[src/tmdg_pkg.sv]
`default_nettype none
// ----------------------------------------------------------------------------
// Tilt mouse delta generator package
// Shared types, register indexes, reset values and the circle step table.
// ----------------------------------------------------------------------------
package tmdg_pkg;

	localparam int unsigned CFG_INDEX_W = 3;
	localparam int unsigned CFG_DATA_W  = 15;
	localparam int unsigned IN_DATA_W   = 40;
	localparam int unsigned OUT_DATA_W  = 16;
	localparam int unsigned CIRCLE_LEN  = 12;

	// Configuration register indexes.
	localparam logic [CFG_INDEX_W-1:0] REG_DEBOUNCE_TICKS = 3'd0;
	localparam logic [CFG_INDEX_W-1:0] REG_TILT_LOW       = 3'd1;
	localparam logic [CFG_INDEX_W-1:0] REG_TILT_MID       = 3'd2;
	localparam logic [CFG_INDEX_W-1:0] REG_TILT_HIGH      = 3'd3;
	localparam logic [CFG_INDEX_W-1:0] REG_FAILURE_LIMIT  = 3'd4;
	localparam logic [CFG_INDEX_W-1:0] REG_HOLD_REPORTS   = 3'd5;

	// Reset values of the configuration registers.
	localparam logic [7:0]  RST_DEBOUNCE_TICKS = 8'd35;
	localparam logic [14:0] RST_TILT_LOW       = 15'd4500;
	localparam logic [14:0] RST_TILT_MID       = 15'd9500;
	localparam logic [14:0] RST_TILT_HIGH      = 15'd14000;
	localparam logic [3:0]  RST_FAILURE_LIMIT  = 4'd3;
	localparam logic [7:0]  RST_HOLD_REPORTS   = 8'd8;

	typedef enum logic [1:0] {
		MODE_TICK   = 2'd0,
		MODE_REPORT = 2'd1,
		MODE_SETUP  = 2'd2
	} mode_t;

	typedef struct packed {
		logic [7:0]  debounce_ticks;
		logic [14:0] tilt_low;
		logic [14:0] tilt_mid;
		logic [14:0] tilt_high;
		logic [3:0]  failure_limit;
		logic [7:0]  hold_reports;
	} cfg_t;

	typedef struct packed {
		mode_t              mode;
		logic               button_pressed;
		logic               host_ready;
		logic               read_ok;
		logic signed [15:0] accel_x;
		logic signed [15:0] accel_y;
		logic               setup_ok;
	} item_t;

	typedef struct packed {
		logic              report_valid;
		logic signed [4:0] delta_x;
		logic signed [4:0] delta_y;
		logic              auto_mode;
		logic              sensor_ready;
	} result_t;

	typedef struct packed {
		logic signed [4:0] dx;
		logic signed [4:0] dy;
	} delta_t;

	// One step of the circle traced in automatic mode.
	function automatic delta_t circle_step_delta(input logic [3:0] step);
		delta_t d;
		unique case (step)
			4'd0:    d = '{dx: 5'sd2,  dy: 5'sd0};
			4'd1:    d = '{dx: 5'sd2,  dy: 5'sd1};
			4'd2:    d = '{dx: 5'sd1,  dy: 5'sd2};
			4'd3:    d = '{dx: 5'sd0,  dy: 5'sd2};
			4'd4:    d = '{dx: -5'sd1, dy: 5'sd2};
			4'd5:    d = '{dx: -5'sd2, dy: 5'sd1};
			4'd6:    d = '{dx: -5'sd2, dy: 5'sd0};
			4'd7:    d = '{dx: -5'sd2, dy: -5'sd1};
			4'd8:    d = '{dx: -5'sd1, dy: -5'sd2};
			4'd9:    d = '{dx: 5'sd0,  dy: -5'sd2};
			4'd10:   d = '{dx: 5'sd1,  dy: -5'sd2};
			4'd11:   d = '{dx: 5'sd2,  dy: -5'sd1};
			default: d = '{dx: 5'sd2,  dy: 5'sd0};
		endcase
		return d;
	endfunction

endpackage
`default_nettype wire

[src/tilt_mouse_delta_generator_top.sv]
`default_nettype none
// ----------------------------------------------------------------------------
// Tilt mouse delta generator
// Turns accelerometer tilt, button ticks and sensor setup results into mouse
// movement reports, with a debounced button that toggles a circle mode.
// ----------------------------------------------------------------------------
// Usage:
//   Items arrive on the s_axis channel: tuser selects a millisecond tick, a
//   report slot or a sensor setup result, and tdata carries the button level,
//   host and read flags, both acceleration samples and the setup flag.
//   Every input transfer yields exactly one result transfer on m_axis, in
//   order. A result carries report_valid, the two deltas, the automatic mode
//   flag (the LED) and the sensor ready flag as they stand after the item.
//   The result appears on m_axis once it has passed the input register and
//   then the output register; throughput is one item per cycle while the
//   receiver takes results. The item is held in an input register, the state
//   update and the result are formed in one pass of short logic, and the
//   result lands in an output register.
//   When the receiver stalls, the output register holds its result and the
//   input register still takes one more item, after which s_axis_tready drops
//   until the result is taken.
//   Reset clears all state and both pipeline registers and loads the
//   default register values. Configuration writes take effect at the next
//   edge on cfg_wen; the user makes them only while idle; the block trusts this.
// ----------------------------------------------------------------------------
module tilt_mouse_delta_generator_top (
	input  wire logic                                 clk,
	input  wire logic                                 arst_n,
	// Configuration write port.
	input  wire logic                                 cfg_wen,
	input  wire logic [tmdg_pkg::CFG_INDEX_W-1:0]     cfg_index,
	input  wire logic [tmdg_pkg::CFG_DATA_W-1:0]      cfg_data,
	// Input stream.
	input  wire logic                                 s_axis_tvalid,
	output logic                                      s_axis_tready,
	// From bit 0: button_pressed, host_ready, read_ok, accel_x[15:0],
	// accel_y[15:0], setup_ok, then zero padding.
	input  wire logic [tmdg_pkg::IN_DATA_W-1:0]       s_axis_tdata,
	// From bit 0: mode[1:0].
	input  wire logic [1:0]                           s_axis_tuser,
	// Output stream.
	output logic                                      m_axis_tvalid,
	input  wire logic                                 m_axis_tready,
	// From bit 0: report_valid, delta_x[4:0], delta_y[4:0], auto_mode,
	// sensor_ready, then zero padding.
	output logic [tmdg_pkg::OUT_DATA_W-1:0]           m_axis_tdata
);

	tmdg_pkg::cfg_t    cfg;
	tmdg_pkg::item_t   item_s1;
	tmdg_pkg::result_t result_next;
	tmdg_pkg::result_t result_s2;
	logic              valid_s1, valid_s2;
	logic              advance, in_xfer;

	tmdg_cfg_regs u_cfg (
		.clk       (clk),
		.arst_n    (arst_n),
		.cfg_wen   (cfg_wen),
		.cfg_index (cfg_index),
		.cfg_data  (cfg_data),
		.cfg       (cfg)
	);

	// The held item moves on whenever the output register is free or is
	// being emptied in this same cycle.
	assign advance       = valid_s1 && (!valid_s2 || m_axis_tready);
	assign s_axis_tready = !valid_s1 || advance;
	assign in_xfer       = s_axis_tvalid && s_axis_tready;

	always_ff @(posedge clk or negedge arst_n) begin
		if (!arst_n) begin
			valid_s1 <= 1'b0;
		end else if (s_axis_tready) begin
			valid_s1 <= s_axis_tvalid;
		end
	end

	always_ff @(posedge clk) begin
		if (in_xfer) begin
			item_s1.mode           <= tmdg_pkg::mode_t'(s_axis_tuser);
			item_s1.button_pressed <= s_axis_tdata[0];
			item_s1.host_ready     <= s_axis_tdata[1];
			item_s1.read_ok        <= s_axis_tdata[2];
			item_s1.accel_x        <= signed'(s_axis_tdata[18:3]);
			item_s1.accel_y        <= signed'(s_axis_tdata[34:19]);
			item_s1.setup_ok       <= s_axis_tdata[35];
		end
	end

	// State is committed only when the item's result enters the output
	// register, so each item sees everything its predecessor left behind.
	tmdg_update u_update (
		.clk    (clk),
		.arst_n (arst_n),
		.fire   (advance),
		.item   (item_s1),
		.cfg    (cfg),
		.result (result_next)
	);

	always_ff @(posedge clk or negedge arst_n) begin
		if (!arst_n) begin
			valid_s2 <= 1'b0;
		end else if (advance) begin
			valid_s2 <= 1'b1;
		end else if (m_axis_tready) begin
			valid_s2 <= 1'b0;
		end
	end

	always_ff @(posedge clk) begin
		if (advance) begin
			result_s2 <= result_next;
		end
	end

	assign m_axis_tvalid = valid_s2;
	assign m_axis_tdata  = {3'b000,
		result_s2.sensor_ready,
		result_s2.auto_mode,
		result_s2.delta_y,
		result_s2.delta_x,
		result_s2.report_valid};

endmodule
`default_nettype wire

[src/tmdg_cfg_regs.sv]
`default_nettype none
// ----------------------------------------------------------------------------
// Tilt mouse delta generator configuration registers
// Write-only register bank holding thresholds, limits and timing values.
// ----------------------------------------------------------------------------
module tmdg_cfg_regs (
	input  wire logic                              clk,
	input  wire logic                              arst_n,
	input  wire logic                              cfg_wen,
	input  wire logic [tmdg_pkg::CFG_INDEX_W-1:0]  cfg_index,
	input  wire logic [tmdg_pkg::CFG_DATA_W-1:0]   cfg_data,
	output tmdg_pkg::cfg_t                         cfg
);

	tmdg_pkg::cfg_t cfg_q;

	always_ff @(posedge clk or negedge arst_n) begin
		if (!arst_n) begin
			cfg_q.debounce_ticks <= tmdg_pkg::RST_DEBOUNCE_TICKS;
			cfg_q.tilt_low       <= tmdg_pkg::RST_TILT_LOW;
			cfg_q.tilt_mid       <= tmdg_pkg::RST_TILT_MID;
			cfg_q.tilt_high      <= tmdg_pkg::RST_TILT_HIGH;
			cfg_q.failure_limit  <= tmdg_pkg::RST_FAILURE_LIMIT;
			cfg_q.hold_reports   <= tmdg_pkg::RST_HOLD_REPORTS;
		end else if (cfg_wen) begin
			case (cfg_index)
				tmdg_pkg::REG_DEBOUNCE_TICKS: cfg_q.debounce_ticks <= cfg_data[7:0];
				tmdg_pkg::REG_TILT_LOW:       cfg_q.tilt_low       <= cfg_data;
				tmdg_pkg::REG_TILT_MID:       cfg_q.tilt_mid       <= cfg_data;
				tmdg_pkg::REG_TILT_HIGH:      cfg_q.tilt_high      <= cfg_data;
				tmdg_pkg::REG_FAILURE_LIMIT:  cfg_q.failure_limit  <= cfg_data[3:0];
				tmdg_pkg::REG_HOLD_REPORTS:   cfg_q.hold_reports   <= cfg_data[7:0];
				default: ;
			endcase
		end
	end

	assign cfg = cfg_q;

endmodule
`default_nettype wire

[src/tmdg_tilt_map.sv]
`default_nettype none
// ----------------------------------------------------------------------------
// Tilt mouse delta generator threshold map
// Maps one signed tilt value to a movement of 0, +-2, +-5 or +-8.
// ----------------------------------------------------------------------------
module tmdg_tilt_map (
	input  wire logic signed [16:0] tilt,
	input  wire logic [14:0]        thr_low,
	input  wire logic [14:0]        thr_mid,
	input  wire logic [14:0]        thr_high,
	output logic signed [4:0]       delta
);

	logic signed [17:0] v;
	logic signed [17:0] lo, mid, hi;

	assign v   = {tilt[16], tilt};
	assign lo  = signed'({3'b000, thr_low});
	assign mid = signed'({3'b000, thr_mid});
	assign hi  = signed'({3'b000, thr_high});

	// Tested from the highest positive threshold down, then the negative ones.
	always_comb begin
		priority if (v > hi)   delta = 5'sd8;
		else if (v > mid)      delta = 5'sd5;
		else if (v > lo)       delta = 5'sd2;
		else if (v < -hi)      delta = -5'sd8;
		else if (v < -mid)     delta = -5'sd5;
		else if (v < -lo)      delta = -5'sd2;
		else                   delta = 5'sd0;
	end

endmodule
`default_nettype wire

[src/tmdg_update.sv]
`default_nettype none
// ----------------------------------------------------------------------------
// Tilt mouse delta generator state update
// Holds the debounce, mode, sensor and circle state and forms one result
// from the current state and one item.
// ----------------------------------------------------------------------------
module tmdg_update (
	input  wire logic              clk,
	input  wire logic              arst_n,
	input  wire logic              fire,
	input  wire tmdg_pkg::item_t   item,
	input  wire tmdg_pkg::cfg_t    cfg,
	output tmdg_pkg::result_t      result
);

	logic       last_raw_q, deb_level_q, auto_q, ready_q;
	logic [7:0] stable_q, hold_q;
	logic [3:0] fail_q, step_q;

	logic       last_raw_n, deb_level_n, auto_n, ready_n;
	logic [7:0] stable_n, hold_n, hold_inc;
	logic [3:0] fail_n, step_n, step_cur, fail_inc;

	logic signed [16:0] tilt_x, tilt_y;
	logic signed [4:0]  map_x, map_y;
	tmdg_pkg::delta_t   circ;

	assign tilt_x = {item.accel_x[15], item.accel_x};
	assign tilt_y = -{item.accel_y[15], item.accel_y};

	tmdg_tilt_map u_map_x (
		.tilt     (tilt_x),
		.thr_low  (cfg.tilt_low),
		.thr_mid  (cfg.tilt_mid),
		.thr_high (cfg.tilt_high),
		.delta    (map_x)
	);

	tmdg_tilt_map u_map_y (
		.tilt     (tilt_y),
		.thr_low  (cfg.tilt_low),
		.thr_mid  (cfg.tilt_mid),
		.thr_high (cfg.tilt_high),
		.delta    (map_y)
	);

	assign step_cur = (step_q < 4'(tmdg_pkg::CIRCLE_LEN)) ? step_q : 4'd0;
	assign circ     = tmdg_pkg::circle_step_delta(step_cur);
	assign hold_inc = hold_q + 8'd1;
	assign fail_inc = (fail_q < cfg.failure_limit) ? fail_q + 4'd1 : fail_q;

	always_comb begin
		last_raw_n  = last_raw_q;
		deb_level_n = deb_level_q;
		auto_n      = auto_q;
		ready_n     = ready_q;
		stable_n    = stable_q;
		hold_n      = hold_q;
		fail_n      = fail_q;
		step_n      = step_q;
		result.report_valid = 1'b0;
		result.delta_x      = 5'sd0;
		result.delta_y      = 5'sd0;

		case (item.mode)
			tmdg_pkg::MODE_TICK: begin
				if (item.button_pressed != last_raw_q) begin
					last_raw_n = item.button_pressed;
					stable_n   = 8'd0;
				end else if (stable_q != 8'hFF) begin
					stable_n = stable_q + 8'd1;
				end
				if (stable_n >= cfg.debounce_ticks && item.button_pressed != deb_level_q) begin
					deb_level_n = item.button_pressed;
					if (item.button_pressed) begin
						auto_n = ~auto_q;
					end
				end
			end
			tmdg_pkg::MODE_REPORT: begin
				if (item.host_ready) begin
					result.report_valid = 1'b1;
					if (auto_q) begin
						result.delta_x = circ.dx;
						result.delta_y = circ.dy;
						if (hold_inc >= cfg.hold_reports) begin
							hold_n = 8'd0;
							step_n = (step_cur == 4'(tmdg_pkg::CIRCLE_LEN - 1)) ?
								4'd0 : step_cur + 4'd1;
						end else begin
							hold_n = hold_inc;
						end
					end else if (ready_q) begin
						if (item.read_ok) begin
							fail_n         = 4'd0;
							result.delta_x = map_x;
							result.delta_y = map_y;
						end else begin
							fail_n = fail_inc;
							if (fail_inc >= cfg.failure_limit) begin
								ready_n = 1'b0;
							end
						end
					end
				end
			end
			tmdg_pkg::MODE_SETUP: begin
				if (!ready_q && !auto_q) begin
					ready_n = item.setup_ok;
					if (item.setup_ok) begin
						fail_n = 4'd0;
					end
				end
			end
			default: ;
		endcase

		result.auto_mode    = auto_n;
		result.sensor_ready = ready_n;
	end

	always_ff @(posedge clk or negedge arst_n) begin
		if (!arst_n) begin
			last_raw_q  <= 1'b0;
			deb_level_q <= 1'b0;
			auto_q      <= 1'b0;
			ready_q     <= 1'b0;
			stable_q    <= 8'd0;
			hold_q      <= 8'd0;
			fail_q      <= 4'd0;
			step_q      <= 4'd0;
		end else if (fire) begin
			last_raw_q  <= last_raw_n;
			deb_level_q <= deb_level_n;
			auto_q      <= auto_n;
			ready_q     <= ready_n;
			stable_q    <= stable_n;
			hold_q      <= hold_n;
			fail_q      <= fail_n;
			step_q      <= step_n;
		end
	end

endmodule
`default_nettype wire
[config.mk]
export PLATFORM = sky130hd
export DESIGN_NAME = tilt_mouse_delta_generator_top
export DESIGN_NICKNAME = d
export VERILOG_FILES = /design/src/tmdg_pkg.sv /design/src/tilt_mouse_delta_generator_top.sv /design/src/tmdg_cfg_regs.sv /design/src/tmdg_tilt_map.sv /design/src/tmdg_update.sv
export SDC_FILE = /design/constraint.sdc
export NUM_CORES = 1
export LEC_CHECK = 0
export ABC_AREA = 1
export BUFFER_PORTS_ARGS = -buffer_cell sky130_fd_sc_hd__buf_2
export CORE_ASPECT_RATIO = 1.25
export CORE_MARGIN = 2
export CORE_UTILIZATION = 30
export CTS_CLUSTER_SIZE = 25
export DETAILED_ROUTE_END_ITERATION = 12
export GPL_ROUTABILITY_DRIVEN = 0
export GPL_TIMING_DRIVEN = 0
export PLACE_DENSITY = 0.52
export RECOVER_POWER = 50
export SLEW_MARGIN = 20
export SYNTH_ARGS = -nofsm -noshare
export SYNTH_HDL_FRONTEND = slang
export SYNTH_HIERARCHICAL = 1
export SYNTH_SLANG_ARGS = --single-unit
export TNS_END_PERCENT = 1
[constraint.sdc]
create_clock -name clk -period 4.6 [get_ports clk]
set_clock_uncertainty 0.05 [all_clocks]
set_input_delay 0.23 -clock clk [delete_from_list [all_inputs] [get_ports clk]]
set_output_delay 0.23 -clock clk [all_outputs]
set_load 0.005 [all_outputs]
Word level (Yosys, flattened, before mapping)
Memory sizes are Yosys's and may differ from the RTL's. Cells that the tools add are included.

Register bits after elaboration: 146. ROM bits: 160. Bits of input ports: 65. Output and inout port bits: 18. Logic and storage cells: 140. Memories: 1.

$add $sub $neg: 8. $lt $le $gt $ge: 17. Equal/unequal tests: 16. Muxes and demuxes: 42. Bitwise operators: 1. Reductions and logical operators: 27.

Memory list: (no name shown) (depth 16, bits a word 10, rd ports 1, clocked after Yosys merged registers in 0, wr ports 0, RTL line tmdg_pkg.sv:71) `unique case (step)`.

Operator list (count): two-way mux 5 bit (12); less-than comparator 16 x 18 -> 1 bit (3); less-than comparator 17 x 18 -> 1 bit (3); negation 15 -> 18 bit (3); greater-than comparator 17 x 16 -> 1 bit (3); greater-than comparator 16 bit (3); two-way mux 4 bit (9); two-way mux 8 bit (4); two-way mux 10 bit (3); negation 17 bit (1); adder 8 x 1 -> 8 bit, second input constant (2); >= comparator 8 bit (2); AND reduction 2 bit (8); two-way mux 1 bit (11); two-way mux 11 bit (1); adder 4 x 1 -> 4 bit, second input constant (2); != test 8 bit, second input constant (1); case mux 4 bit (2 select lines) (1); AND reduction 7 bit (1); == test 3 x 2 -> 1 bit, second input constant (2); == test 3 bit, second input constant (2); != test 2 bit, second input constant (3); AND reduction 3 bit (2); AND reduction 5 bit (1); other kinds (18) (28).

Logic depth before layout (Yosys ltp)
Gate-level depths: netlist (run 1).

Depth after elaboration: 12. Depth in mapped cells: 25. Depth with buffers taken out: 25.

Hierarchy
The synthesis (run 1) kept the hierarchy.

By module, submodules not included: tmdg_tilt_map (instances 2, cells an instance 559, area each 3455.8 µm², seq. area each 0.0 µm²); tmdg_update (instances 1, cells an instance 429, area each 2910.3 µm², seq. area each 700.7 µm²); tmdg_cfg_regs (instances 1, cells an instance 293, area each 2613.8 µm², seq. area each 1656.6 µm²); tilt_mouse_delta_generator_top (instances 1, cells an instance 67, area each 1652.8 µm², seq. area each 1581.5 µm²).

Worst setup path before layout (run 1)
Ideal clock, no wire load.

Path kind: register -> register. From: register item_s1[1] in the netlist's numbering. To: register result_s2 (netlist bit m_axis_tdata[7]) (data pin). Library setup time: 180 ps. Arrival: 3009 ps. Required time: 4370 ps. Path slack: 1361 ps. Stages on the path, launching flop included: 22. Path buffers: 0. Clock period less this slack: 3239 ps. Path through: edfxtp_1 inv_1 ha_1 nand2_1 nor3_2 nand2_1 nor3_2 a21oi_1 ha_1 nand2_1 nor2_1 and2_1 nand3b_1 nand3_1 nand2_1 nand2_1 nand2_1 nand3_1 nand2_1 nor2_1 nand3_1 a221oi_1.

Cells in the longest elaborated chain, start to end: 11. Elaborated cells on any way between the ends: 16. Classes of those cells: 1 x add/sub; 6 x order compare; 9 x mux.

RTL lines: start, declared (RTL line tilt_mouse_delta_generator_top.sv:50) `tmdg_pkg::item_t item_s1;`; negation 17 bit (*) (RTL line tmdg_update.sv:29) `assign tilt_y = -{item.accel_y[15], item.accel_y};`; net u_update.tilt_y[16] (RTL line tmdg_update.sv:24) `logic signed [16:0] tilt_x, tilt_y;`; less-than comparator 17 x 18 -> 1 bit (RTL line tmdg_tilt_map.sv:29) `else if (v < -lo) delta = -5'sd2;`; two-way mux 5 bit (RTL line tmdg_tilt_map.sv:29); two-way mux 5 bit (RTL line tmdg_tilt_map.sv:28) `else if (v < -mid) delta = -5'sd5;`; two-way mux 5 bit (RTL line tmdg_tilt_map.sv:27) `else if (v < -hi) delta = -5'sd8;`; two-way mux 5 bit (RTL line tmdg_tilt_map.sv:26) `else if (v > lo) delta = 5'sd2;`; two-way mux 5 bit (RTL line tmdg_tilt_map.sv:25) `else if (v > mid) delta = 5'sd5;`; two-way mux 5 bit (*) (RTL line tmdg_tilt_map.sv:24) `priority if (v > hi) delta = 5'sd8;`; net u_update.map_y[1] (RTL line tmdg_update.sv:25) `logic signed [4:0] map_x, map_y;`; two-way mux 10 bit (*) (RTL line tmdg_update.sv:94) `if (item.read_ok) begin`; two-way mux 10 bit (*) (RTL line tmdg_update.sv:93) `end else if (ready_q) begin`; two-way mux 10 bit (*) (RTL line tmdg_update.sv:83) `if (auto_q) begin`; end signal, assigned (RTL line tilt_mouse_delta_generator_top.sv:114) `result_s2 <= result_next;`; end, declared (RTL line tilt_mouse_delta_generator_top.sv:52) `tmdg_pkg::result_t result_s2;`.

The timed path passes the listed nets; every way through them passes the cells marked *. A chain may end at the register's enable or synchronous reset.

Worst setup path in the final report (run 1)
From: register u_cfg.cfg_q (netlist bit u_cfg/cfg[27]). To: register result_s2 (netlist bit m_axis_tdata[7]) (data pin).

Cells in the longest elaborated chain, start to end: 10. Elaborated cells on any way between the ends: 11. Classes of those cells: 1 x add/sub; 2 x order compare; 8 x mux.

RTL lines: start, declared (RTL line tmdg_cfg_regs.sv:15) `tmdg_pkg::cfg_t cfg_q;`; negation 15 -> 18 bit (RTL line tmdg_tilt_map.sv:28); less-than comparator 17 x 18 -> 1 bit (RTL line tmdg_tilt_map.sv:28); two-way mux 5 bit (RTL line tmdg_tilt_map.sv:28); two-way mux 5 bit (RTL line tmdg_tilt_map.sv:27); two-way mux 5 bit (RTL line tmdg_tilt_map.sv:26); two-way mux 5 bit (*) (RTL line tmdg_tilt_map.sv:25); two-way mux 5 bit (*) (RTL line tmdg_tilt_map.sv:24); net u_update.map_y[1] (RTL line tmdg_update.sv:25); two-way mux 10 bit (*) (RTL line tmdg_update.sv:94); two-way mux 10 bit (*) (RTL line tmdg_update.sv:93); two-way mux 10 bit (*) (RTL line tmdg_update.sv:83).

Marked as above.

==> metrics.txt, run 1 <==
worst-path cell with the longest stage delay=dfrtp_1; Pwr Density=356 nW/um^2; initial antenna violation count=1; XOR/XNOR Fraction of Synth Area=0.0553; RSZ-0062 raised after global routing=false; total grt overflow=0; CTS tree=built; main flop type after synthesis=dfrtp_1; Die H=246 um; row count=88; Worst Path Required=4.82 ns; Cell variety after synth=49; Core Region=~46000 sq um; Placement Cell Area=15300 sq um; area share of and/or/nand/nor cells after synthesis=0.303; post-route ant nets=0; fraction of layout cells with a size suffix above 1=0.103; Clock Latency Late Sink=around 0.46 ns; I/O pin total=83; Crit. End Element=flip-flop; Post-synth top cells=nand2_1, inv_1, ha_1; Clock power frac=0.243; Max Cap Violations=2; deepest clock path buffer count=2; CTS HTree Levels=4; initial core utilization=0.305; Place WS=0.0539 ns; detailed placement HPWL=32200 um; worst-path cell chain=inv_1, ha_1, nand3_2, nor2_1, nand2_1, nor2_4, nand4_2, nor2_2, nand3_1, xor2_1, ha_1, nand2_1, nor2_1, and2_1, nand3b_1, nand3_1, nand2_1, nand2_1, nand2_1, nand3_1, nand2_1, nor2_2, nand3_1, a221oi_2; area share of fa/ha/maj cells after synthesis=0.208; Sink Count=between 100 and 150; Post-CTS Setup Inserts=0; setup violators final=0; Die Span X=198 um; Slew @ Worst Pin=1.92 ns; Worst EP arrival=4.38 ns; Min Clock Period, post-route=4.16 ns; drc violations=0; DIE AREA=48700 sq um; maximum vdd drop=318 uV; fin area=16400 sq um; Slew Limit Fails=98; Post-Syn Area=14100 sq um; initial drt markers=758; largest cells by area after synthesis=ha_1, nand2_1, dfrtp_1; Vias/cell=4.71; max incr delay on CP=roughly 0.56 ns; Rel. slew slack=-0.280; failing checks=capacitance limit, slew limit; via count=approximately 13000; Inst Count DP=2572; Setup WS post-layout=0.437 ns; Root Buffer=clkbuf_16; cell mode on critical path=nand2_1; Synth area leader=ha_1; Yosys reg bits=146; largest net degree at the start of global routing=75; Net Switching=0.00255 W; crit-path leading delay family=simple AND/OR/NAND/NOR gates; Async SR Flop Fraction=0.651; Setup CP Type=reg2reg; worst-path maximum fanout=7; first-pass GRT wire length=64500 um; worst min-delay path category=in2reg; Lkg Pwr=approximately 8.4 nW; final-layout fill cell count=just under 5000; Post-Route WL=40200 um; global-route usage over all layers=0.172; Synth top area share=0.208; Num CTS Buffers=17; Syn. warnings=6; compound-cell area share of the yosys netlist=0.0702; Wirelength per Cell=15.1 um; Mapped Avg Cell Area=~7.4 sq um; Nets=2358; main combinational cell family by area after synthesis=simple AND/OR/NAND/NOR gates; final count of hold timing violations=0; outcome=finished with violations; area grow syn2layout=16.2%; number of global-route vias before repair=12100; Port Buffers=75; Peak Freq=240 MHz; dominant cell by count in the synthesized netlist=nand2_1; non-filler instance count after layout=2659; WP buf/inv=1; Gate power share=0.423; crit share post-route=0.905; Sw Share=0.438; Flop pwr share=0.333; EDFF count, synth=roughly 50; post-synthesis mux area share=0; Worst setup SP type=flip-flop; Post-Synthesis Cells=1907; P_int=0.00328 W; clock-pin slew on the worst setup and hold paths=0.08 ns; drt pass-1 iters=5; register area share after synthesis=0.280
==> through the flow <==
stage | hold slack (ns) | utilization | power, W | setup TNS (ns)
after floorplan | -0.116 | - | 0.00366 | 0
after global placement | 0.356 | 0.329 | 0.00431 | -0.0586
after detailed placement | 0.0786 | 0.330 | 0.00439 | 0
after CTS | 0.00847 | 0.355 | 0.00590 | 0
after global routing | 0.0262 | 0.354 | 0.00640 | 0
final | 0.0384 | 0.354 | 0.00583 | 0
==> per-layer routing <==
metal / global-route usage / part of all wire / vias to the layer above
li1: - / - / 6531
met1: 0.210 / 0.43 / 5729
met2: 0.304 / 0.50 / 211
met3: 0.0219 / 0.034 / 50
met4: 0.0690 / 0.032 / 0
met5: 0 / 0 / -
==> what timing repair did <==
item	CTS	global route
resized for setup	0	7
endpoints found under the hold margin	146	0
hold buffers	53	0
setup endpoints to repair	0	1
==> state kept, by name (all words and copies together) (netlist names) <==
| signal | flops |
|---|---|
| m_axis_tvalid | 1 |
| u_update/stable_q | 8 |
| item_s1 | 38 |
| u_update/hold_q | 8 |
| u_cfg/cfg | 65 |
| u_update/last_raw_q | 1 |
| m_axis_tdata | 13 |
| valid_s1 | 1 |
| u_update/auto_q | 1 |
| u_update/step_q | 4 |
| u_update/ready_q | 1 |
| u_update/deb_level_q | 1 |
| u_update/fail_q | 4 |
==> power groups by stage <==
| stage | clock network, W | registers [W] | logic, W |
|---|---|---|---|
| floorplan | 0 | 0.00180 | 0.00186 |
| global placement | 0 | 0.00197 | 0.00233 |
| detailed placement | 0 | 0.00198 | 0.00242 |
| CTS | 0.00147 | 0.00195 | 0.00247 |
| global route | 0.00151 | 0.00198 | 0.00291 |
| finish | 0.00142 | 0.00194 | 0.00247 |
==> worst reg2reg max path: stages (launching register included) <==
cell and delay (ns):
dfrtp_1 0.56, inv_1 0.13, ha_1 0.22, nand3_2 0.13, nor2_1 0.10, nand2_1 0.13, nor2_4 0.13, nand4_2 0.11
nor2_2 0.14, nand3_1 0.12, xor2_1 0.17, ha_1 0.28, nand2_1 0.05, nor2_1 0.12, and2_1 0.19, nand3b_1 0.11
nand3_1 0.10, nand2_1 0.07, nand2_1 0.14, nand2_1 0.07, nand3_1 0.08, nand2_1 0.07, nor2_2 0.23, nand3_1 0.14
a221oi_2 0.33
==> logic make-up (layout without fill, tap and decap cells) <==
kind of cell               Yosys count  in the layout
adders and majority gates          234            234
DFF                                146            146
and+or+nand+nor                    959            959
other                                1              5
buffers and inverters              300            463
AOI/OAI and AO/OA                  178            178
xor gates and xnor gates            89             89
==> path summary, 6_finish.rpt <==
path / start / slack [ns] / cells after the start / to
hold / removal: cfg_data[2] / 0.04 / 3 / u_cfg/cfg[29]$_DFFE_PN1P_
min in group asynchronous: arst_n / 0.65 / 2 / m_axis_tvalid$_DFFE_PN0P_
hold reg to reg: u_cfg/cfg[9]$_DFFE_PN1P_ / 0.42 / 2 / u_cfg/cfg[9]$_DFFE_PN1P_
setup / recovery: u_cfg/cfg[27]$_DFFE_PN0P_ / 0.44 / 24 / m_axis_tdata[7]$_DFFE_PP_
setup reg to reg: u_cfg/cfg[27]$_DFFE_PN0P_ / 0.44 / 24 / m_axis_tdata[7]$_DFFE_PP_
max in group asynchronous: arst_n / 1.22 / 3 / u_update/step_q[0]$_DFFE_PN0P_
==> placed cells by master (no fill, tap or decap), drive strengths merged, types with 53 or more instances in the layout <==
cell / instances
dfrtp: 71
nand3: 124
inv: 287
ha: 234
dlygate4sd3: 53
a21oi: 99
xor2: 82
buf: 79
nand2: 575
nor2: 160
==> cell type report <==
class / count / area [sq um] / share of cell area
clock inverters: 15 / 161 / 0.00986
well taps: 585 / 732 / 0.0447
plain buffers: 21 / 113 / 0.00688
flip-flops and latches: 146 / 3940 / 0.241
inverters: 279 / 1050 / 0.0643
multi-input cells: 1463 / 9010 / 0.550
diodes: 2 / 5.00 / 0.000306
repair buffers: 131 / 936 / 0.0572
clock buffers: 17 / 425 / 0.0260
Power figures use the tool's default switching activity.
==> inputs of run 2 (changes only) <==
--- a/config.mk
+++ b/config.mk
@@ -14,7 +14,6 @@
 export DETAILED_ROUTE_END_ITERATION = 12
 export GPL_ROUTABILITY_DRIVEN = 0
 export GPL_TIMING_DRIVEN = 0
-export PLACE_DENSITY = 0.52
 export RECOVER_POWER = 50
 export SLEW_MARGIN = 20
 export SYNTH_ARGS = -nofsm -noshare
==> run 2 against run 1 <==
Net effect: worst setup slack got worse by 0.013 ns; die area did not move; worst hold slack got worse by 0.011 ns; sequential share of layout area is essentially flat; the flow still finishes with violations (capacitance limit, slew limit).
==> metrics.txt, run 2 (synthesis gave the netlist of run 1 again) <==
Largest register FFs=65 (unchanged); Root Buffer=clkbuf_16 (unchanged); clock-pin slew on the worst setup and hold paths=0.07 ns (was 0.08 ns); Crit. End Element=flip-flop (unchanged); Min Clock Period, post-route=4.18 ns (was 4.16 ns); Worst EP arrival=4.38 ns (about the same); cell mode on critical path=nand2_1 (unchanged); Vias/cell=4.76 (was 4.71); outcome=finished with violations (unchanged); area grow syn2layout=16.1% (was 16.2%); CTS tree=built (unchanged); Placement Cell Area=15300 sq um (about the same); Die Span X=198 um (unchanged); Sink Count=146 (unchanged); maximum vdd drop=255 uV (was 318 uV); crit share post-route=0.908 (was 0.905); Clock Latency Late Sink=0.47 ns (was 0.46 ns); Rel. slew slack=-0.239 (was -0.280); total grt overflow=0 (unchanged); fraction of layout cells with a size suffix above 1=0.103 (about the same); fin area=16400 sq um (about the same); Fin Hold WS=0.0272 ns (was 0.0384 ns); setup violators final=0 (unchanged); max incr delay on CP=0.45 ns (was 0.56 ns); via count=12600 (was 12500); Min-Delay Path Depth=3 (unchanged); failing checks=capacitance limit, slew limit (unchanged); drt pass-1 iters=5 (unchanged); Lkg Pwr=8.42 nW (about the same); detailed placement HPWL=31700 um (was 32200 um); worst-path maximum fanout=10 (was 7); largest net degree at the start of global routing=73 (was 75); Peak Freq=239 MHz (was 240 MHz); commonest non-fill, non-tap cell in the layout=nand2_1 (unchanged); Wirelength per Cell=14.8 um (was 15.1 um); Max Cap Violations=1 (was 2); Port Buffers=75 (unchanged); Nets=2357 (was 2358); initial drt markers=723 (was 758); worst reg-to-reg path cell count=21 (was 24); initial core utilization=0.305 (unchanged); worst-path cell with the longest stage delay=ha_1 (was dfrtp_1); Pwr Density=361 nW/um^2 (was 356 nW/um^2); first-pass GRT wire length=63300 um (was 64500 um); Core Region=46200 sq um (unchanged); Worst setup SP type=flip-flop (unchanged); number of global-route vias before repair=12400 (was 12100); post-route ant nets=0 (unchanged); worst min-delay path category=in2reg (unchanged); initial antenna violation count=2 (was 1); CTS HTree Levels=4 (unchanged); Die H=246 um (unchanged); global-route usage over all layers=0.167 (was 0.172); Post-Route WL=39300 um (was 40200 um); Num CTS Buffers=17 (unchanged); Setup CP Type=reg2reg (unchanged); worst-path cell chain=inv_1, ha_1, nand2_1, nor3_2, nand2_1, nor3_2, a21oi_2, ha_1, nand2_1, nor2_1, and2_1, nand3b_1, nand3_1, nand2_1, nand2_1, nand2_1, nand3_1, nand2_1, nor2_2, nand3_1, a221oi_1 (was inv_1, ha_1, nand3_2, nor2_1, nand2_1, nor2_4, nand4_2, nor2_2, nand3_1, xor2_1, ha_1, nand2_1, nor2_1, and2_1, nand3b_1, nand3_1, nand2_1, nand2_1, nand2_1, nand3_1, nand2_1, nor2_2, nand3_1, a221oi_2); setup slack, reg-to-reg=0.42 ns (was 0.44 ns); drc violations=0 (unchanged); deepest clock path buffer count=2 (unchanged); I/O pin total=83 (unchanged); final count of hold timing violations=0 (unchanged); row count=88 (unchanged); non-filler instance count after layout=2657 (was 2659); DIE AREA=48700 sq um (unchanged); Inst Count DP=2572 (unchanged); most frequent cells in the layout=nand2_1, inv_1, ha_1 (unchanged); Worst Path Required=4.80 ns (was 4.82 ns); Slew @ Worst Pin=1.86 ns (was 1.92 ns); Slew Limit Fails=73 (was 98)
run 2: cell types whose count changed in the layout (fill, tap and decap cells not counted), sizes merged:
cell / previous run / this run
buf: 79 / 80
bufinv: 0 / 1
clkinv: 6 / 4
diode: 2 / 1
dlygate4sd3: 53 / 52
run 2: stage by stage:
step	total power, W	setup WS, ns	utilization	TNS, ns
detailed placement	0.00438	0.233	0.330	0
global route	0.00644	-0.0327	0.354	-0.0327
floorplan	0.00366	1.36	-	0
CTS	0.00596	0.192	0.355	0
global placement	0.00427	0.0859	0.329	0
finish	0.00590	0.424	0.354	0
run 2: what timing repair did:
item	4_1_cts	5_1_grt
hold endpoints to repair	142	0
endpoints found under the setup margin	0	1
buffers inserted	0	0
hold buffers	52	0
gates resized for setup	0	2
run 2: final cells by class:
class	instances	area [sq um]
Antenna cell	1	2.50
Tap cell	585	732
Fill cell	4875	29900
Clock inverter	14	159
Inverter	279	1050
Clock buffer	18	450
Multi-Input combinational cell	1463	8980
Sequential cell	146	3940
Buffer	21	114
Timing Repair Buffer	130	922
run 2: final timing paths:
check / startpoint / end
worst max-delay path: item_s1[1]$_DFFE_PP_ / m_axis_tdata[7]$_DFFE_PP_
worst max register to register: item_s1[1]$_DFFE_PP_ / m_axis_tdata[7]$_DFFE_PP_
max in group asynchronous: arst_n / u_update/ready_q$_DFFE_PN0P_
worst min register to register: u_cfg/cfg[9]$_DFFE_PN1P_ / u_cfg/cfg[9]$_DFFE_PN1P_
worst min-delay path: cfg_data[2] / u_cfg/cfg[29]$_DFFE_PN1P_
min in group asynchronous: arst_n / u_cfg/cfg[23]$_DFFE_PN0P_
run 2: report_power, final:
part | switching, W | total [W] | leakage [nW] | internal [W]
Sequential | 0.000362 | 0.00194 | 1.66 | 0.00158
Clock | 0.000694 | 0.00150 | 0.299 | 0.000807
Combinational | 0.00149 | 0.00246 | 6.46 | 0.000970
run 2: worst max-delay path, delay by kind of cell, from the launching register on:
family | cells | cell delay [ns]
AO/OA/AOI/OAI | 2 | 0.62
flip-flops | 1 | 0.39
adder cells (fa/ha/maj) | 2 | 0.63
buffers and inverters | 1 | 0.08
AND/OR/NAND/NOR | 16 | 2.20
run 2: routing by layer:
metal  GRT usage  up-vias  share of wire
met3      0.0229       67          0.030
met4      0.0831        2          0.046
met5           0        -        0.00018
met1       0.190     5813           0.42
met2       0.304      234           0.51
li1            -     6529              -
